## src/design/lms_pkg.sv

```systemverilog
// Types, constants and helpers for the LED matrix row scanner.
package lms_pkg;

    // Matrix geometry
    localparam int MATRIX_COLUMNS = 16;
    localparam int MATRIX_ROWS    = 16;
    localparam int COL_W          = $clog2(MATRIX_COLUMNS);
    localparam int ROW_W          = $clog2(MATRIX_ROWS);
    localparam int STORE_DEPTH    = MATRIX_COLUMNS * MATRIX_ROWS;
    localparam int ADDR_W         = $clog2(STORE_DEPTH);

    // Fixed field widths of the ports
    localparam int FIELD_W = 4;
    localparam int COLOR_W = 2;

    // Command queue between front and back
    localparam int QUEUE_DEPTH = 2;
    localparam int QPTR_W      = $clog2(QUEUE_DEPTH);
    localparam int QCNT_W      = $clog2(QUEUE_DEPTH + 1);

    // Input mode codes
    localparam logic MODE_WRITE = 1'b0;
    localparam logic MODE_TICK  = 1'b1;

    typedef struct packed {
        logic               mode;
        logic [FIELD_W-1:0] column_x;
        logic [FIELD_W-1:0] row_y;
        logic [COLOR_W-1:0] pixel_color;
    } t_in;

    typedef struct packed {
        logic [FIELD_W-1:0] row_address;
        logic [FIELD_W-1:0] column_index;
        logic               red_bit;
        logic               green_data;
        logic               last_of_row;
    } t_out;

    typedef enum logic {
        CMD_WRITE,
        CMD_TICK
    } t_cmd_kind;

    // Classified request handed from front to back
    typedef struct packed {
        t_cmd_kind          kind;
        logic [ROW_W-1:0]   row;
        logic [COL_W-1:0]   col;
        logic [COLOR_W-1:0] color;
    } t_cmd;

    typedef enum logic {
        SCAN_IDLE,
        SCAN_RUN
    } t_scan_state;

    // Frame store address of one pixel
    function automatic logic [ADDR_W-1:0] lms_addr(
        input logic [ROW_W-1:0] row,
        input logic [COL_W-1:0] col
    );
        lms_addr = ADDR_W'(row * MATRIX_COLUMNS + col);
    endfunction

endpackage

```

## src/design/led_matrix_row_scanner.sv

```systemverilog
// Top level of the LED matrix row scanner.
//
// Input channel (i_in_valid / o_in_stall / i_in) takes requests: mode 0
// writes one 2-bit pixel colour into the 16x16 frame store, mode 1 is a
// scan tick for one row. Writes outside the matrix are dropped.
// Output channel (o_out_valid / i_out_stall / o_out) gives 16 results per
// tick, one per column: the driven row address, the column index, the red
// and green bits taken from the next row (wrapping), and last_of_row on
// the final column. The row counter advances after each tick.
// A request passes a front register and a two-entry command queue; the
// engine then reads the frame store into a read register and passes the
// result to the output register. A write occupies the scan engine only
// for its command pop; a tick for 16 frame store reads, one per cycle
// while the output does not stall, plus the command pop; no new command
// is taken meanwhile. The single frame store read port sets this limit.
// Reset clears the row counter, the front register, the command queue and
// the pixel written flags, so the whole frame reads as no colour. When the
// receiver stalls, the output holds and the engine stops once its read
// register is full; the queue then fills and the input stalls.
module led_matrix_row_scanner (
    input  logic          i_clk,
    input  logic          i_rst_n,
    input  logic          i_in_valid,
    output logic          o_in_stall,
    input  lms_pkg::t_in  i_in,
    output logic          o_out_valid,
    input  logic          i_out_stall,
    output lms_pkg::t_out o_out
);

    logic          front_valid;
    lms_pkg::t_cmd front_cmd;
    logic          q_full;
    logic          q_valid;
    logic          q_pop;
    lms_pkg::t_cmd q_cmd;

    lms_front u_front (
        .i_clk       (i_clk),
        .i_rst_n     (i_rst_n),
        .i_in_valid  (i_in_valid),
        .o_in_stall  (o_in_stall),
        .i_in        (i_in),
        .o_cmd_valid (front_valid),
        .i_cmd_full  (q_full),
        .o_cmd       (front_cmd)
    );

    lms_cmd_queue u_queue (
        .i_clk   (i_clk),
        .i_rst_n (i_rst_n),
        .i_push  (front_valid),
        .i_cmd   (front_cmd),
        .o_full  (q_full),
        .o_valid (q_valid),
        .i_pop   (q_pop),
        .o_cmd   (q_cmd)
    );

    lms_scan_engine u_engine (
        .i_clk       (i_clk),
        .i_rst_n     (i_rst_n),
        .i_cmd_valid (q_valid),
        .i_cmd       (q_cmd),
        .o_cmd_pop   (q_pop),
        .o_out_valid (o_out_valid),
        .i_out_stall (i_out_stall),
        .o_out       (o_out)
    );

endmodule

```

## src/design/lms_front.sv

```systemverilog
// Front stage: accepts requests, drops off-matrix writes, builds commands.
module lms_front (
    input  logic          i_clk,
    input  logic          i_rst_n,
    input  logic          i_in_valid,
    output logic          o_in_stall,
    input  lms_pkg::t_in  i_in,
    output logic          o_cmd_valid,
    input  logic          i_cmd_full,
    output lms_pkg::t_cmd o_cmd
);

    logic          r_valid;
    lms_pkg::t_cmd r_cmd;
    lms_pkg::t_cmd n_cmd;
    logic          accept;
    logic          keep;
    logic          push;

    assign push       = r_valid && !i_cmd_full;
    assign o_in_stall = r_valid && i_cmd_full;
    assign accept     = i_in_valid && !o_in_stall;

    // Classify: ticks always pass, writes only inside the matrix
    always_comb begin
        n_cmd.kind  = (i_in.mode == lms_pkg::MODE_TICK) ? lms_pkg::CMD_TICK
                                                        : lms_pkg::CMD_WRITE;
        n_cmd.row   = lms_pkg::ROW_W'(i_in.row_y);
        n_cmd.col   = lms_pkg::COL_W'(i_in.column_x);
        n_cmd.color = i_in.pixel_color;
        keep = (i_in.mode == lms_pkg::MODE_TICK) ||
               ((int'(i_in.column_x) < lms_pkg::MATRIX_COLUMNS) &&
                (int'(i_in.row_y) < lms_pkg::MATRIX_ROWS));
    end

    // Holding register
    always_ff @(posedge i_clk) begin
        if (!i_rst_n) begin
            r_valid <= 1'b0;
        end else if (accept) begin
            r_valid <= keep;
        end else if (push) begin
            r_valid <= 1'b0;
        end
    end

    always_ff @(posedge i_clk) begin
        if (accept) begin
            r_cmd <= n_cmd;
        end
    end

    assign o_cmd_valid = r_valid;
    assign o_cmd       = r_cmd;

endmodule

```

## src/design/lms_cmd_queue.sv

```systemverilog
// Short command queue between the front and the scan engine.
module lms_cmd_queue (
    input  logic          i_clk,
    input  logic          i_rst_n,
    input  logic          i_push,
    input  lms_pkg::t_cmd i_cmd,
    output logic          o_full,
    output logic          o_valid,
    input  logic          i_pop,
    output lms_pkg::t_cmd o_cmd
);

    lms_pkg::t_cmd                r_entry [lms_pkg::QUEUE_DEPTH];
    logic [lms_pkg::QPTR_W-1:0]   r_wr_ptr;
    logic [lms_pkg::QPTR_W-1:0]   r_rd_ptr;
    logic [lms_pkg::QCNT_W-1:0]   r_count;
    logic                         do_push;
    logic                         do_pop;

    assign o_full  = (r_count == lms_pkg::QCNT_W'(lms_pkg::QUEUE_DEPTH));
    assign o_valid = (r_count != '0);
    assign do_push = i_push && !o_full;
    assign do_pop  = i_pop && o_valid;
    assign o_cmd   = r_entry[r_rd_ptr];

    // Pointer and fill tracking
    always_ff @(posedge i_clk) begin
        if (!i_rst_n) begin
            r_wr_ptr <= '0;
            r_rd_ptr <= '0;
            r_count  <= '0;
        end else begin
            if (do_push) begin
                r_wr_ptr <= (r_wr_ptr == lms_pkg::QPTR_W'(lms_pkg::QUEUE_DEPTH - 1))
                            ? '0 : r_wr_ptr + 1'b1;
            end
            if (do_pop) begin
                r_rd_ptr <= (r_rd_ptr == lms_pkg::QPTR_W'(lms_pkg::QUEUE_DEPTH - 1))
                            ? '0 : r_rd_ptr + 1'b1;
            end
            if (do_push && !do_pop) begin
                r_count <= r_count + 1'b1;
            end else if (do_pop && !do_push) begin
                r_count <= r_count - 1'b1;
            end
        end
    end

    // Entry storage
    always_ff @(posedge i_clk) begin
        if (do_push) begin
            r_entry[r_wr_ptr] <= i_cmd;
        end
    end

endmodule

```

## src/design/lms_scan_engine.sv

```systemverilog
// Back end: frame store, row counter and the per-column shift sequencer.
module lms_scan_engine (
    input  logic          i_clk,
    input  logic          i_rst_n,
    input  logic          i_cmd_valid,
    input  lms_pkg::t_cmd i_cmd,
    output logic          o_cmd_pop,
    output logic          o_out_valid,
    input  logic          i_out_stall,
    output lms_pkg::t_out o_out
);

    // Frame store and its written flags
    logic [lms_pkg::COLOR_W-1:0] mem [lms_pkg::STORE_DEPTH];
    logic [lms_pkg::STORE_DEPTH-1:0] r_vld;

    lms_pkg::t_scan_state r_state;
    lms_pkg::t_scan_state n_state;

    logic [lms_pkg::ROW_W-1:0] r_row;
    logic [lms_pkg::ROW_W-1:0] row_next;
    logic [lms_pkg::COL_W-1:0] r_col;
    logic                      col_last;

    // Read stage
    logic                        r_rd_v;
    logic [lms_pkg::ROW_W-1:0]   r_rd_row;
    logic [lms_pkg::COL_W-1:0]   r_rd_col;
    logic                        r_rd_last;
    logic [lms_pkg::COLOR_W-1:0] r_rd_color;
    logic                        r_rd_hit;

    // Output stage
    logic          r_out_v;
    lms_pkg::t_out r_out;

    logic                        move;
    logic                        rd_free;
    logic                        rd_en;
    logic                        mem_we;
    logic [lms_pkg::ADDR_W-1:0]  waddr;
    logic [lms_pkg::ADDR_W-1:0]  raddr;
    logic [lms_pkg::COLOR_W-1:0] color;

    assign row_next = (r_row == lms_pkg::ROW_W'(lms_pkg::MATRIX_ROWS - 1))
                      ? '0 : r_row + 1'b1;
    assign col_last = (r_col == lms_pkg::COL_W'(lms_pkg::MATRIX_COLUMNS - 1));
    assign move     = r_rd_v && (!r_out_v || !i_out_stall);
    assign rd_free  = !r_rd_v || move;
    assign waddr    = lms_pkg::lms_addr(i_cmd.row, i_cmd.col);
    // Data come from the row after the one being driven
    assign raddr    = lms_pkg::lms_addr(row_next, r_col);

    // Next state
    always_comb begin
        n_state = r_state;
        unique case (r_state)
            lms_pkg::SCAN_IDLE: begin
                if (i_cmd_valid && i_cmd.kind == lms_pkg::CMD_TICK) begin
                    n_state = lms_pkg::SCAN_RUN;
                end
            end
            lms_pkg::SCAN_RUN: begin
                if (rd_free && col_last) begin
                    n_state = lms_pkg::SCAN_IDLE;
                end
            end
            default: n_state = lms_pkg::SCAN_IDLE;
        endcase
    end

    // State outputs
    always_comb begin
        o_cmd_pop = 1'b0;
        mem_we    = 1'b0;
        rd_en     = 1'b0;
        unique case (r_state)
            lms_pkg::SCAN_IDLE: begin
                o_cmd_pop = i_cmd_valid;
                mem_we    = i_cmd_valid && (i_cmd.kind == lms_pkg::CMD_WRITE);
            end
            lms_pkg::SCAN_RUN: begin
                rd_en = rd_free;
            end
            default: begin
                o_cmd_pop = 1'b0;
            end
        endcase
    end

    // Control registers
    always_ff @(posedge i_clk) begin
        if (!i_rst_n) begin
            r_state <= lms_pkg::SCAN_IDLE;
            r_row   <= '0;
            r_col   <= '0;
            r_rd_v  <= 1'b0;
            r_out_v <= 1'b0;
            r_vld   <= '0;
        end else begin
            r_state <= n_state;
            if (mem_we) begin
                r_vld[waddr] <= 1'b1;
            end
            if (rd_en) begin
                r_col <= col_last ? '0 : r_col + 1'b1;
                if (col_last) begin
                    r_row <= row_next;
                end
            end
            if (rd_en) begin
                r_rd_v <= 1'b1;
            end else if (move) begin
                r_rd_v <= 1'b0;
            end
            if (move) begin
                r_out_v <= 1'b1;
            end else if (!i_out_stall) begin
                r_out_v <= 1'b0;
            end
        end
    end

    // Frame store write and registered read
    always_ff @(posedge i_clk) begin
        if (mem_we) begin
            mem[waddr] <= i_cmd.color;
        end
        if (rd_en) begin
            r_rd_color <= mem[raddr];
            r_rd_hit   <= r_vld[raddr];
            r_rd_row   <= r_row;
            r_rd_col   <= r_col;
            r_rd_last  <= col_last;
        end
    end

    // Unwritten pixels read as no colour
    assign color = r_rd_hit ? r_rd_color : '0;

    // Output register
    always_ff @(posedge i_clk) begin
        if (move) begin
            r_out.row_address  <= lms_pkg::FIELD_W'(r_rd_row);
            r_out.column_index <= lms_pkg::FIELD_W'(r_rd_col);
            r_out.red_bit      <= color[0];
            r_out.green_data   <= color[1];
            r_out.last_of_row  <= r_rd_last;
        end
    end

    assign o_out_valid = r_out_v;
    assign o_out       = r_out;

endmodule

```

## config.mk

```make
export PLATFORM = sky130hd
export DESIGN_NAME = led_matrix_row_scanner
export DESIGN_NICKNAME = d
export VERILOG_FILES = /design/src/design/lms_pkg.sv /design/src/design/led_matrix_row_scanner.sv /design/src/design/lms_front.sv /design/src/design/lms_cmd_queue.sv /design/src/design/lms_scan_engine.sv
export SDC_FILE = /design/constraint.sdc
export NUM_CORES = 1
export LEC_CHECK = 0
export BUFFER_PORTS_ARGS = -buffer_cell sky130_fd_sc_hd__buf_4
export CORE_MARGIN = 3
export CORE_UTILIZATION = 44
export DETAILED_ROUTE_END_ITERATION = 16
export PLACE_DENSITY = 0.71
export SLEW_MARGIN = 20
export SYNTH_ARGS = -nofsm -noshare
export SYNTH_HDL_FRONTEND = slang
export SYNTH_HIERARCHICAL = 1
export SYNTH_SLANG_ARGS = --single-unit
```

## constraint.sdc

```tcl
create_clock -name i_clk -period 3.05 [get_ports i_clk]
set_clock_uncertainty 0.15 [all_clocks]
set_input_delay 0.1525 -clock i_clk [delete_from_list [all_inputs] [get_ports i_clk]]
set_output_delay 0.1525 -clock i_clk [all_outputs]
set_load 0.05 [all_outputs]
```

# Word-level counts from Yosys, hierarchy flattened

Memories as Yosys holds them, arrays and structs flattened. A register that Yosys moved wholly into a read port is not among the register bits.
Cells that the tools add are included.

Register bits: 304
Bits in latches: 0
Bits in writable memories: 534
Bits in read-only memories: 0
Input bits: 15
Output and inout bits: 13
Word-level logic and storage cells: 97
Memories: 2

Memory list:

| name            | words | bits a word | read ports | clocked after Yosys merged registers in | wr ports | line                  | source |
|---|---|---|---|---|---|---|---|
| u_engine.mem    | 256   | 2           | 1          | 1                                       | 1        | lms_scan_engine.sv:14 | `logic [lms_pkg::COLOR_W-1:0] mem [lms_pkg::STORE_DEPTH];` |
| u_queue.r_entry | 2     | 11          | 1          | 1                                       | 1        | lms_cmd_queue.sv:13   | `lms_pkg::t_cmd r_entry [lms_pkg::QUEUE_DEPTH];` |

Add/sub/neg operators: 8
$mul: 0
Div/mod/pow operators: 0
Magnitude comparators: 3
Equal/unequal tests: 4
Shift operators: 0
Multiplexer cells: 29
Bitwise operators: 3
Reduce and logical (&&, ||, !) cells: 25

Operators with widths:

| cell                                                                         | number |
|---|---|
| 256-bit OR                                                                   | 1 |
| 1-bit two-way mux                                                            | 22 |
| 8-bit by 9-bit less-than comparator with 1-bit output, second input constant | 2 |
| 8-bit by 4-bit adder with 8-bit output                                       | 2 |
| 1-bit logical AND                                                            | 11 |
| 4-bit by 1-bit adder with 4-bit output, second input constant                | 2 |
| 1-bit binary-select mux with 8-bit select                                    | 1 |
| 1-bit demux with 8-bit select                                                | 1 |
| 4-bit equality test, second input constant                                   | 2 |
| 8-bit by 1-bit >= comparator with 1-bit output, second input constant        | 1 |
| 4-bit two-way mux                                                            | 2 |
| 2-bit nonzero test                                                           | 4 |
| 1-bit logical NOT                                                            | 7 |
| 2-bit two-way mux                                                            | 2 |
| 1-bit adder, second input constant                                           | 2 |
| 2-bit by 1-bit adder with 2-bit output, second input constant                | 1 |
| 2-bit equality test, second input constant                                   | 1 |
| 1-bit logical OR                                                             | 2 |
| 2-bit by 1-bit != test with 1-bit output, second input constant              | 1 |
| 1-bit NOT                                                                    | 2 |
| 1-bit one-hot mux with 2 select lines                                        | 1 |
| 2-bit AND reduction                                                          | 1 |
| 2-bit by 1-bit subtractor with 2-bit output, second input constant           | 1 |

# Logic depth before layout (Yosys ltp)

Depth in word-level cells: 7
Depth in mapped cells: 11
Mapped depth without buffers: 8

# Hierarchy

The synthesis kept the hierarchy.

Modules (own cells, without submodules):

| module          | times used | cells an instance | area an instance (µm²) | seq. area each (µm²) |
|---|---|---|---|---|
| lms_scan_engine | 1          | 2040              | 31373.8                | 21410.5 |
| lms_cmd_queue   | 1          | 59                | 1026.0                 | 760.7 |
| lms_front       | 1          | 15                | 372.9                  | 350.3 |

# Worst setup path after synthesis

No wires, ideal clock.

Kind: reg-to-reg
Start point: register (tool-made name)
End point: memory u_engine/mem[0][0] (netlist bit) (data pin)
Setup time: 555 ps
Arrival: 2365 ps
Data required time: 2345 ps
Slack: -21 ps
Stages on the path, launching flop included: 3
Path buffers: 1
Clock period less this slack: 3071 ps
Path through: dfxtp_1 buf_2 mux2_2

RTL lines:

| element       | line |
|---|---|
| end, declared | lms_scan_engine.sv:14 |

# Worst setup path after layout

Start point: register u_engine/r_col[0] (netlist bit)
End point: register u_engine/r_rd_color[0] (netlist bit), read port of u_engine.mem (data pin)

Cells in the longest elaborated chain, start to end: 1

RTL lines:

| element                                | line                   | source |
|---|---|---|
| start, declared                        | lms_scan_engine.sv:22  | `logic [lms_pkg::COL_W-1:0] r_col;` |
| start signal, assigned                 | lms_scan_engine.sv:106 | `r_col <= col_last ? '0 : r_col + 1'b1;` |
| 8-bit by 4-bit adder with 8-bit output | lms_pkg.sv:63          | `lms_addr = ADDR_W'(row * MATRIX_COLUMNS + col);` |
| end, declared                          | lms_scan_engine.sv:30  | `logic [lms_pkg::COLOR_W-1:0] r_rd_color;` |

Every way passes these cells.
A chain may end at the register's enable or synchronous reset.

==> impl_metrics.py <==
metrics = {
    "outcome": {
        "status": "complete, no violations",
    },
    "placed_design": {
        "post_dp_cell_area_um2": 34900,
        "port_buffers": 27,
        "dp_hpwl_um": 51600,
        "dp.cells": 3096,
        "gp_congestion": 0.893,
    },
    "floorplanning": {
        "row_count": 99,
        "start_util": 0.447,
        "io_pins": 28,
        "core_um2": 73300,
        "die_w_um": 279,
        "die_area_um2": 77800,
        "dieHeight_um": 279,
    },
    "yosys": {
        "syn_avg_cell_area_um2": 15.5,
        "synth_top_area_cell": "edfxtp_1",
        "synth_area_leaders": "edfxtp_1 52%, dfxtp_1 17%, mux4_2 9.9%",
        "synth_commonest_cells": "568 x edfxtp_1, 291 x nor2_1, 273 x dfxtp_1",
        "synth_most_common_cell": "edfxtp_1",
        "synth_edf_count": 568,
        "synthFlopType": "edfxtp_1",
        "netlist_area_um2": 32800,
        "synth_top_area_frac": 0.520,
        "netlist_instances": 2114,
        "ys_warn_count": 6,
        "synth_async_sr_flop_share": 0,
        "yosysUniqueCellTypes": 55,
        "ys_ff_latch": 841,
        "ys_seq_area_frac": 0.687,
        "syn-num-nets": 2132,
    },
    "detailed_routing": {
        "drt_pass1_iterations": 5,
        "wl_per_cell_um": 24.9,
        "ant_nets": 0,
        "route.detailed.drc": 0,
        "drt_wl_total_um": 81300,
        "vias": 19400,
        "avgViaCountPerCell": 5.94,
        "drt_iter0_drc": 2092,
    },
    "power": {
        "pwr_density_cell_nw_per_um2": 716,
        "switching_share": 0.243,
        "ir_drop_mv": 0.737,
        "power.internal_mw": 20.5,
        "power.leakage_nw": 12.1,
        "combPwrFrac": 0.134,
        "p_sw_mw": 6.61,
        "power_frac_seq": 0.480,
        "p_clk_frac": 0.386,
    },
    "worst_setup_path": {
        "cp_data_required_time_ns": 3.28,
        "crit_fanout": 14,
        "worst_path_largest_cell_delay_ns": 0.59,
        "end_kind": "register",
        "crit_family": "compound AO/OA/AOI/OAI gates",
        "cp_slowest_cell": "a2111oi_0",
        "path_cells": "buf_12 > inv_1 > nand2_2 > buf_4 > o22ai_1 > a2111oi_0 > o21ai_0 > nand4_1 > nor3_1",
        "cp_data_arrival_time_ns": 3.16,
        "start_kind": "register",
        "cp_num_buf_inv": 3,
        "crit_type": "reg -> reg",
    },
    "global_routing": {
        "grt_pass1_wl_um": 123000,
        "gr-usage-all-layers": 0.209,
        "grt.overflow.total": 0,
        "grt_antenna_before_repair": 1,
        "grt_max_degree": 83,
        "grt_pass1_vias": 19900,
    },
    "sta": {
        "timing.setup.tns_ns": 0,
        "setup_viol": 0,
        "max_freq_mhz": 342,
        "worst_pin_slew_ns": 0.984,
        "rsz0062_at_grt": "no",
        "post-route-period-util": 0.959,
        "slew_headroom": 0.340,
        "slew_violations": 0,
        "fin_crit_ns": 2.92,
        "hold_violations": 0,
    },
    "run": {
        "cap_violations": 0,
    },
    "cells_and_area": {
        "final_util": 0.517,
        "seq_area_um2": 22500,
        "areaGrowthSynthToFinish_pct": 15.7,
        "nets": 2256,
        "fin_cells": 3268,
        "finalInstanceArea_um2": 37900,
        "nFillCells": 5875,
        "multi_input_area_um2": 9580,
        "post_route_cells_drive_above_1_share": 0.216,
    },
    "clock_tree": {
        "cts_buffers": 83,
        "clk_root_buffer_cell": "clkbuf_16",
        "post_cts_buffers": 0,
        "clkTransAtPathRegs_ns": 0.06,
        "clock_latency_ns": 0.64,
        "cts_tree": "yes",
        "clockBufferDepth": 3,
        "clock-sinks": 841,
        "htree_levels": 3,
    },
    "worst_hold_path": {
        "hold_class": "in -> reg",
    },
}
==> sequential cells by signal, indices dropped and copies added, names as in the netlist, 4 cells and up, named ones only <==
| register | flops |
|---|---|
| u_engine/r_rd_row | 4 |
| u_engine/r_vld | 256 |
| u_queue/r_entry | 22 |
| u_engine/r_rd_col | 4 |
| u_engine/mem | 512 |
| u_front/o_cmd | 11 |
| u_engine/r_col | 4 |
| u_engine/r_row | 4 |
| u_engine/o_out | 11 |
==> cells by family (layout without fill, tap and decap cells) <==
| family | after synthesis | after routing | synth area share |
|---|---|---|---|
| flip-flops | 841 | 841 | 0.687 |
| AND/OR/NAND/NOR | 428 | 428 | 0.0552 |
| AO/OA/AOI/OAI | 416 | 416 | 0.0930 |
| multiplexers | 272 | 272 | 0.140 |
| buffers and inverters | 147 | 341 | 0.0220 |
| XOR/XNOR | 7 | 7 | 0.00187 |
| adder cells (fa/ha/maj) | 3 | 3 | 0.00115 |
| other | 0 | 1 | 0 |
==> worst paths after layout <==
path	startpoint	slack, ns	cells after the start	end
hold reg to reg	u_engine/r_rd_row[3]	0.28	0	u_engine/o_out[10]
setup reg to reg	u_engine/r_col[0]	0.13	9	u_engine/r_rd_color[0]
setup / recovery	u_engine/r_col[0]	0.13	9	u_engine/r_rd_color[0]
hold / removal	i_in[10]	0.08	2	u_front/o_cmd[10]
==> metal layers <==
layer / vias to the layer above / global-route usage / part of all wire / wire, um
li1: 8389 / - / - / -
met1: 9972 / 0.284 / 0.40 / 32700
met2: 876 / 0.336 / 0.48 / 38800
met3: 166 / 0.0443 / 0.087 / 7040
met4: 0 / 0.0738 / 0.034 / 2730
met5: - / 0 / 0 / 0
==> cells in the final DEF (no fill, tap or decap), types with 19 or more instances in the layout <==
cell	netlist	final
o21a_1	259	259
buf_4	9	133
nor3_1	21	21
edfxtp_1	568	568
dfxtp_1	273	269
mux4_2	144	144
a22oi_1	21	21
clkbuf_16	0	85
nand2_1	47	47
clkbuf_1	84	19
mux2i_1	87	87
nand3_1	19	19
o22ai_1	40	39
buf_12	0	30
nor2_1	291	291
mux2_2	41	39
a21oi_1	21	21
==> power groups by stage <==
stage	Sequential [mW]	Combinational, mW	Clock [mW]
final	13.0	3.65	10.5
after global routing	13.0	3.91	11.1
after CTS	13.0	3.68	10.6
after detailed placement	13.3	3.64	0
after global placement	13.3	3.58	0
after floorplan	13.4	2.28	0
==> stage by stage <==
stage / power (mW) / worst slack (ns) / hold slack, ns
6_report: 27.2 / 0.126 / 0.0842
5_1_grt: 28.0 / 0.0134 / 0.0708
4_1_cts: 27.3 / 0.0614 / 0.0550
3_5_place_dp: 16.9 / 0.0327 / 0.182
3_3_place_gp: 16.9 / 0.0454 / 0.182
2_1_floorplan: 15.6 / -0.0206 / 0.101
==> timing repair <==
item	CTS	global route
pin swaps	0	1
endpoints found under the hold margin	97	0
gates cloned	0	0
endpoints found under the setup margin	1	3
gates resized for setup	2	3
hold buffers	16	0
==> layout make-up <==
type	count	share of cell area
clock buffer	115	0.0620
timing repair buffer	180	0.0467
clock inverter	40	0.0124
multi-input combinational	1126	0.253
antenna	1	0.0000660
inverter	6	0.000594
tap	959	0.0316
sequential	841	0.594
Note: power is estimated with default switching activity, not from simulation.
